`src/design/slm_pkg.sv`:
```
// ----------------------------------------------------------------------------
// slm_pkg
// Shared widths, defaults and action codes of the sorted list merge.
// ----------------------------------------------------------------------------
package slm_pkg;

  localparam int VAL_W       = 32;
  localparam int ACT_W       = 2;
  localparam int DEPTH_A_DEF = 32;
  localparam int DEPTH_B_DEF = 32;

  typedef enum logic [ACT_W-1:0] {
    ACT_PUSH_A = 2'd0,
    ACT_PUSH_B = 2'd1,
    ACT_MERGE  = 2'd2
  } action_e;

endpackage

```
`src/design/slm_list.sv`:
```
// ----------------------------------------------------------------------------
// slm_list
// Storage of one list: single write port, single read port, registered read.
// ----------------------------------------------------------------------------
module slm_list #(
  parameter int DEPTH = slm_pkg::DEPTH_A_DEF,
  parameter int AW    = (DEPTH > 1) ? $clog2(DEPTH) : 1
) (
  input  logic                     clk_i,
  input  logic                     we_i,
  input  logic [AW-1:0]            waddr_i,
  input  logic [slm_pkg::VAL_W-1:0] wdata_i,
  input  logic [AW-1:0]            raddr_i,
  output logic [slm_pkg::VAL_W-1:0] rdata_o
);
  import slm_pkg::*;

  logic [VAL_W-1:0] mem_q [DEPTH];
  logic [VAL_W-1:0] rdata_q;

  always_ff @(posedge clk_i) begin
    if (we_i) begin
      mem_q[waddr_i] <= wdata_i;
    end
    rdata_q <= mem_q[raddr_i];
  end

  assign rdata_o = rdata_q;

endmodule

```
`src/design/sorted_list_merge.sv`:
```
// ----------------------------------------------------------------------------
// sorted_list_merge
// Two list memories filled by pushes; a merge emits the combined ascending
// sequence with B ahead of A on equal values.
// ----------------------------------------------------------------------------
//  channel   dir  tdata         tuser       tlast
//  s_axis    in   value[31:0]   action[1:0] -
//  m_axis    out  value_res     source      last
//
//  A push writes one list in idle; action code 3 is taken and ignored.
//  A merge runs a back-to-front decision pass (one memory read and one
//  compare per element), then an emit pass, each word needing one read of
//  the list memory. s_axis_tready is high only between merges; back pressure
//  on m_axis holds the emit pass. Reset empties both lists; memory contents
//  are not cleared.
// ----------------------------------------------------------------------------
module sorted_list_merge #(
  parameter int DEPTH_A = slm_pkg::DEPTH_A_DEF,
  parameter int DEPTH_B = slm_pkg::DEPTH_B_DEF
) (
  input  logic                      clk_i,
  input  logic                      rst_ni,
  input  logic                      s_axis_tvalid,
  output logic                      s_axis_tready,
  input  logic [slm_pkg::VAL_W-1:0] s_axis_tdata,  // [31:0] value
  input  logic [slm_pkg::ACT_W-1:0] s_axis_tuser,  // [1:0] action
  output logic                      m_axis_tvalid,
  input  logic                      m_axis_tready,
  output logic [slm_pkg::VAL_W-1:0] m_axis_tdata,  // [31:0] value_res
  output logic                      m_axis_tuser,  // [0] source
  output logic                      m_axis_tlast
);
  import slm_pkg::*;

  localparam int AWA = (DEPTH_A > 1) ? $clog2(DEPTH_A) : 1;
  localparam int AWB = (DEPTH_B > 1) ? $clog2(DEPTH_B) : 1;
  localparam int CAW = $clog2(DEPTH_A + 1);
  localparam int CBW = $clog2(DEPTH_B + 1);
  localparam int NT  = DEPTH_A + DEPTH_B;
  localparam int TW  = $clog2(NT + 1);

  localparam logic [2:0] ST_IDLE = 3'd0;
  localparam logic [2:0] ST_BRD  = 3'd1;  // read both tails
  localparam logic [2:0] ST_BCMP = 3'd2;  // decide back slot
  localparam logic [2:0] ST_FRD  = 3'd3;  // read next word to emit
  localparam logic [2:0] ST_FLD  = 3'd4;  // load output register

  logic [2:0]       state_q, state_d;
  logic [CAW-1:0]   cnt_a_q, cnt_a_d;
  logic [CBW-1:0]   cnt_b_q, cnt_b_d;
  logic [CAW-1:0]   fa_q, fa_d;
  logic [CBW-1:0]   fb_q, fb_d;
  logic [TW-1:0]    rem_q, rem_d;
  logic [NT-1:0]    dec_q, dec_d;   // source bits, front slot at bit 0
  logic             out_vld_q, out_vld_d;
  logic [VAL_W-1:0] out_data_q, out_data_d;
  logic             out_src_q, out_src_d;
  logic             out_last_q, out_last_d;

  logic             we_a, we_b;
  logic [AWA-1:0]   raddr_a;
  logic [AWB-1:0]   raddr_b;
  logic [VAL_W-1:0] rdata_a, rdata_b;
  logic signed [VAL_W-1:0] rd_a, rd_b;
  logic [CAW-1:0]   cnt_a_m1;
  logic [CBW-1:0]   cnt_b_m1;
  logic [TW-1:0]    total;
  logic             accept, pick_a;

  assign accept   = s_axis_tvalid && s_axis_tready;
  assign cnt_a_m1 = cnt_a_q - 1'b1;
  assign cnt_b_m1 = cnt_b_q - 1'b1;
  assign total    = TW'(cnt_a_q) + TW'(cnt_b_q);
  assign rd_a     = rdata_a;
  assign rd_b     = rdata_b;

  // memories are written only in idle; read data is used only during a merge
  assign raddr_a = (state_q == ST_BRD) ? cnt_a_m1[AWA-1:0] : fa_q[AWA-1:0];
  assign raddr_b = (state_q == ST_BRD) ? cnt_b_m1[AWB-1:0] : fb_q[AWB-1:0];

  slm_list #(.DEPTH(DEPTH_A), .AW(AWA)) u_list_a (
    .clk_i   (clk_i),
    .we_i    (we_a),
    .waddr_i (cnt_a_q[AWA-1:0]),
    .wdata_i (s_axis_tdata),
    .raddr_i (raddr_a),
    .rdata_o (rdata_a)
  );

  slm_list #(.DEPTH(DEPTH_B), .AW(AWB)) u_list_b (
    .clk_i   (clk_i),
    .we_i    (we_b),
    .waddr_i (cnt_b_q[AWB-1:0]),
    .wdata_i (s_axis_tdata),
    .raddr_i (raddr_b),
    .rdata_o (rdata_b)
  );

  // back pass: with both lists nonempty the larger tail goes last, A on ties
  always_comb begin
    if ((cnt_a_q != '0) && (cnt_b_q != '0)) begin
      pick_a = (rd_a >= rd_b);
    end else begin
      pick_a = (cnt_a_q != '0);
    end
  end

  always_comb begin
    state_d    = state_q;
    cnt_a_d    = cnt_a_q;
    cnt_b_d    = cnt_b_q;
    fa_d       = fa_q;
    fb_d       = fb_q;
    rem_d      = rem_q;
    dec_d      = dec_q;
    out_vld_d  = out_vld_q && !m_axis_tready;
    out_data_d = out_data_q;
    out_src_d  = out_src_q;
    out_last_d = out_last_q;
    we_a       = 1'b0;
    we_b       = 1'b0;

    case (state_q)
      ST_IDLE: begin
        if (accept) begin
          case (action_e'(s_axis_tuser))
            ACT_PUSH_A: begin
              if (cnt_a_q != CAW'(DEPTH_A)) begin
                we_a    = 1'b1;
                cnt_a_d = cnt_a_q + 1'b1;
              end
            end
            ACT_PUSH_B: begin
              if (cnt_b_q != CBW'(DEPTH_B)) begin
                we_b    = 1'b1;
                cnt_b_d = cnt_b_q + 1'b1;
              end
            end
            ACT_MERGE: begin
              if (total != '0) begin
                rem_d   = total;
                state_d = ST_BRD;
              end
            end
            default: ;
          endcase
        end
      end
      ST_BRD: begin
        state_d = ST_BCMP;
      end
      ST_BCMP: begin
        dec_d = {dec_q[NT-2:0], !pick_a};
        if (pick_a) begin
          cnt_a_d = cnt_a_m1;
        end else begin
          cnt_b_d = cnt_b_m1;
        end
        if (total == TW'(1)) begin
          fa_d    = '0;
          fb_d    = '0;
          state_d = ST_FRD;
        end else begin
          state_d = ST_BRD;
        end
      end
      ST_FRD: begin
        // read now only if the output register is free by the load cycle
        if (!out_vld_q || m_axis_tready) begin
          state_d = ST_FLD;
        end
      end
      ST_FLD: begin
        out_vld_d  = 1'b1;
        out_src_d  = dec_q[0];
        out_data_d = dec_q[0] ? rdata_b : rdata_a;
        out_last_d = (rem_q == TW'(1));
        dec_d      = dec_q >> 1;
        if (dec_q[0]) begin
          fb_d = fb_q + 1'b1;
        end else begin
          fa_d = fa_q + 1'b1;
        end
        rem_d   = rem_q - 1'b1;
        state_d = (rem_q == TW'(1)) ? ST_IDLE : ST_FRD;
      end
      default: begin
        state_d = ST_IDLE;
      end
    endcase
  end

  always_ff @(posedge clk_i or negedge rst_ni) begin
    if (!rst_ni) begin
      state_q   <= ST_IDLE;
      cnt_a_q   <= '0;
      cnt_b_q   <= '0;
      fa_q      <= '0;
      fb_q      <= '0;
      rem_q     <= '0;
      out_vld_q <= 1'b0;
    end else begin
      state_q   <= state_d;
      cnt_a_q   <= cnt_a_d;
      cnt_b_q   <= cnt_b_d;
      fa_q      <= fa_d;
      fb_q      <= fb_d;
      rem_q     <= rem_d;
      out_vld_q <= out_vld_d;
    end
  end

  always_ff @(posedge clk_i) begin
    dec_q      <= dec_d;
    out_data_q <= out_data_d;
    out_src_q  <= out_src_d;
    out_last_q <= out_last_d;
  end

  assign s_axis_tready = (state_q == ST_IDLE);
  assign m_axis_tvalid = out_vld_q;
  assign m_axis_tdata  = out_data_q;
  assign m_axis_tuser  = out_src_q;
  assign m_axis_tlast  = out_last_q;

endmodule

```
`config.mk`:
```
export PLATFORM = sky130hd
export DESIGN_NAME = sorted_list_merge
export DESIGN_NICKNAME = d
export VERILOG_FILES = /design/src/design/slm_pkg.sv /design/src/design/slm_list.sv /design/src/design/sorted_list_merge.sv
export SDC_FILE = /design/constraint.sdc
export NUM_CORES = 2
export LEC_CHECK = 0
export ABC_AREA = 1
export BUFFER_PORTS_ARGS = -buffer_cell sky130_fd_sc_hd__buf_2
export CAP_MARGIN = 20
export CORE_MARGIN = 4
export CORE_UTILIZATION = 30
export DETAILED_ROUTE_END_ITERATION = 8
export PLACE_DENSITY = 0.42
export SETUP_SLACK_MARGIN = 0.1
export SLEW_MARGIN = 20
export SYNTH_ARGS = -nofsm -noshare
export SYNTH_HDL_FRONTEND = slang
export SYNTH_SLANG_ARGS = --single-unit
export TNS_END_PERCENT = 1
```
`constraint.sdc`:
```
create_clock -name clk_i -period 11.2 [get_ports clk_i]
set_input_delay 2.8 -clock clk_i [delete_from_list [all_inputs] [get_ports clk_i]]
set_output_delay 2.8 -clock clk_i [all_outputs]
set_load 0.02 [all_outputs]
```
==> impl_metrics.toml <==
[status]
status = "completed"

[logic_synthesis]
async_reset_ff_share_pct = 1.47
yosys.area.top_type_share_pct = 72.3
synth_fp_nets = 6761
synth-seq-cells = 2243
synth_edf_count = 2146
synth-xor-area-share_pct = 0.236
synthFlopType = "edfxtp_1"
synth_top_family_by_area = "compound AO/OA/AOI/OAI gates"
syn_inst = 6672
synth_compound_area_share_pct = 11.7
synth_area_um2 = 89200
synthSimpleGateAreaFrac_pct = 10.0
synth.area.top_cells = "edfxtp_1, o21ai_0, nor2_1, o211ai_1, o221ai_1"
synth_top_area_cell = "edfxtp_1"
synth_cell_types = 38
syn_area_per_cell_um2 = 13.4
yosysWarnings = 0
yosys.area_share.adder_pct = 0.724
synthMuxAreaShare_pct = 0.0224
synth.yosys.seq_area_share_pct = 74.6

[critical_path]
critPathLaunchType = "primary input"
path_common_cell = "inv_1"
cp_slowest_cell = "nor2_4"
worstSetupPathType = "in2reg"
crit_required_ns = 11.71
arrival_ns = 6.21
cpPeakStageDelay_ns = 1.10
endpoint_kind = "register"
crit_path_max_fanout = 32
cp_cell_sequence = "buf_2, inv_1, nor2_1, inv_1, nor3_1, nand2_1, nor2_4"

[drt]
routed-via-count = 55269
ant_nets = 0
highest_layer = "met5"
drc_errors = 0
dr_wl_met3_mm = 14.7
drt_iter0_drc = 5455
post_drt_wl_per_cell_um = 26.6
dr.pass1.iters = 6
met2_length_mm = 136
wl_met1_mm = 129
wl_mm = 288
vias_per_cell = 5.11

[min_path]
min_path_type = "reg2reg"

[clock_tree]
cts_buffer_depth = 4
cts_resized = 0
clock-root-buffer = "clkbuf_16"
clkTransAtPathRegs_ns = 0.06
cts_tree = "yes"
post_cts_buffers = 0
numClockSinks = 2243
ctsHtreeMaxLevel = 4
ctsHoldBuffers = 0
insertion_delay_ns = 0.92
cts_made_buffers = 243

[global_routing]
first_global_vias = 53505
grt_pass1_wl_mm = 407
grt_max_degree = 165
grt-ovfl-total = 0
antenna_found_initial = 16
gr-usage-all-layers_pct = 18.2

[floorplan]
die_area_um2 = 306000
core_um2 = 295000
fp.dieH_um = 553
die_x_um = 553
io_pins = 74
start_util_pct = 30.3
num_rows = 199

[timing]
slew_violations = 0
hold_viol = 0
fmaxAchievable_mhz = 175
finalCriticalPeriod_ns = 5.70
fin_tns_setup_ns = 0
worstMarginPinSlew_ns = 1.13
rsz0062_at_grt = "false"
fin_skew_ns = 0.0485
period_share_pct = 50.9
relSlewSlack_pct = 24.4
setup_viol = 0

[placement]
dp_cells = 10345
port_buffers = 73
dp_hpwl_mm = 167
gp_congestion = 0.834

[power_and_ir_drop]
switching_power_mw = 11.3
combPwrFrac_pct = 36.9
leakagePower_nw = 32.8
power.share.clock_pct = 27.5
pwr-share-seq_pct = 35.6
p_int_mw = 16.4
pwr_density_cell_nw_per_um2 = 270
ir_drop_v = 0.000275
power_switching_share_pct = 40.7

[cells_and_area]
fillers = 28850
final_cells = 10806
fin_nets = 6779
area_delta_synth_final_pct = 14.8
layout-drive-gt1-share_pct = 12.1

[job]
max-cap-violations = 0
-- layout by cell type, fill, tap and decap left out, types with 3 or more instances in the layout --
cell and instances:
a21oi_1 22, buf_12 31, buf_16 14, buf_2 63
buf_4 124, bufinv_16 9, clkbuf_1 63, clkbuf_16 249
clkbuf_8 5, clkinv_1 51, clkinv_2 42, clkinvlp_4 6
dfrtp_1 33, dfxtp_1 64, diode_2 11, edfxtp_1 2146
ha_1 50, inv_1 95, inv_2 3, inv_6 5
inv_8 4, nand2_1 683, nand3_1 301, nand4_1 4
nor2_1 887, nor2_4 63, nor3_1 7, o211ai_1 384
o21ai_0 803, o21ai_1 91, o21ai_4 10, o21bai_1 3
o221ai_1 320, or2_2 192, xnor2_1 6, xor2_1 18
-- final timing paths --
kind | depth (start not counted) | slack (ns) | endpoint | startpoint
setup / recovery | 7 | 5.50 | u_list_a.mem_q[20][5] | s_axis_tvalid
hold / removal | 2 | 0.52 | dec_q[62] | dec_q[63]
setup reg to reg | 8 | 6.35 | u_list_a.mem_q[20][5] | cnt_a_q[2]
hold reg to reg | 2 | 0.52 | dec_q[62] | dec_q[63]
max in group asynchronous | 1 | 8.89 | rem_q[4] | rst_ni
min in group asynchronous | 1 | 1.88 | m_axis_tvalid | rst_ni
-- area by class of cell --
type	instances	area, µm²	share of cell area (%)
Inverter	107	444	0.434
Tap cell	3919	4900	4.79
Clock buffer	317	6540	6.38
Timing Repair Buffer	232	2250	2.20
Antenna cell	11	27.5	0.0269
Sequential cell	2243	66500	65.0
Clock inverter	114	841	0.821
Multi-Input combinational cell	3863	20800	20.4
-- logic make-up after synthesis --
group | Yosys count
buffers and inverters | 566
muxes | 2
xor gates and xnor gates | 24
DFF | 2243
adders and majority gates | 51
AOI/OAI and AO/OA | 1642
and+or+nand+nor | 2144
-- state kept, by name, indices dropped and copies added, names as in the netlist --
signal,cells
fb_q,5
m_axis_tuser,1
m_axis_tdata,32
u_list_a.mem_q,1024
dec_q,64
m_axis_tlast,1
state_q,3
u_list_b.rdata_o,32
u_list_b.mem_q,1024
fa_q,5
u_list_a.rdata_o,32
cnt_b_q,6
rem_q,7
cnt_a_q,6
m_axis_tvalid,1
-- routing by layer --
layer  vias to the layer above  GRT usage (%)
met3                       355           2.47
met1                     28390           25.5
met2                      1468           29.6
met5                         -              0
met4                         2           4.96
li1                      25054              -
-- metrics by stage --
step | hold slack, ns | area, µm² | worst slack [ns] | power (mW) | util (%)
floorplan | 0.470 | 89200 | 4.62 | 15.7 | -
global placement | 0.508 | 94200 | 4.24 | 20.3 | 31.9
detailed placement | 0.506 | 94600 | 4.38 | 20.3 | 32.1
CTS | 0.530 | 102000 | 5.35 | 28.0 | 34.6
global route | 0.562 | 102000 | 5.36 | 29.1 | 34.7
finish | 0.524 | 102000 | 5.50 | 27.6 | 34.7
-- cells in the mapped netlist (all sizes together), types with 6 or more instances --
library cell and count:
nand2 684, nand3 302, dfrtp 33, o221ai 320, a21oi 22, or2 194
nor2 950, ha 50, xor2 18, buf 191, inv 106, xnor2 6
o21ai 904, o211ai 384, clkbuf 268, dfxtp 64, nor3 7, edfxtp 2146
-- power groups by stage --
| stage | clock network (mW) | registers, mW | logic (mW) |
|---|---|---|---|
| after CTS | 7.81 | 9.84 | 10.3 |
| after floorplan | 0 | 9.91 | 5.82 |
| after global placement | 0 | 10.0 | 10.2 |
| after detailed placement | 0 | 10.0 | 10.3 |
| final | 7.61 | 9.84 | 10.2 |
| after global routing | 8.16 | 9.86 | 11.1 |
-- worst max-delay path, delay by kind of cell --
kind,cells,cell delay [ns]
and+or+nand+nor,4,2.98
buffers and inverters,3,0.37
(Power assumes the default switching activity.)
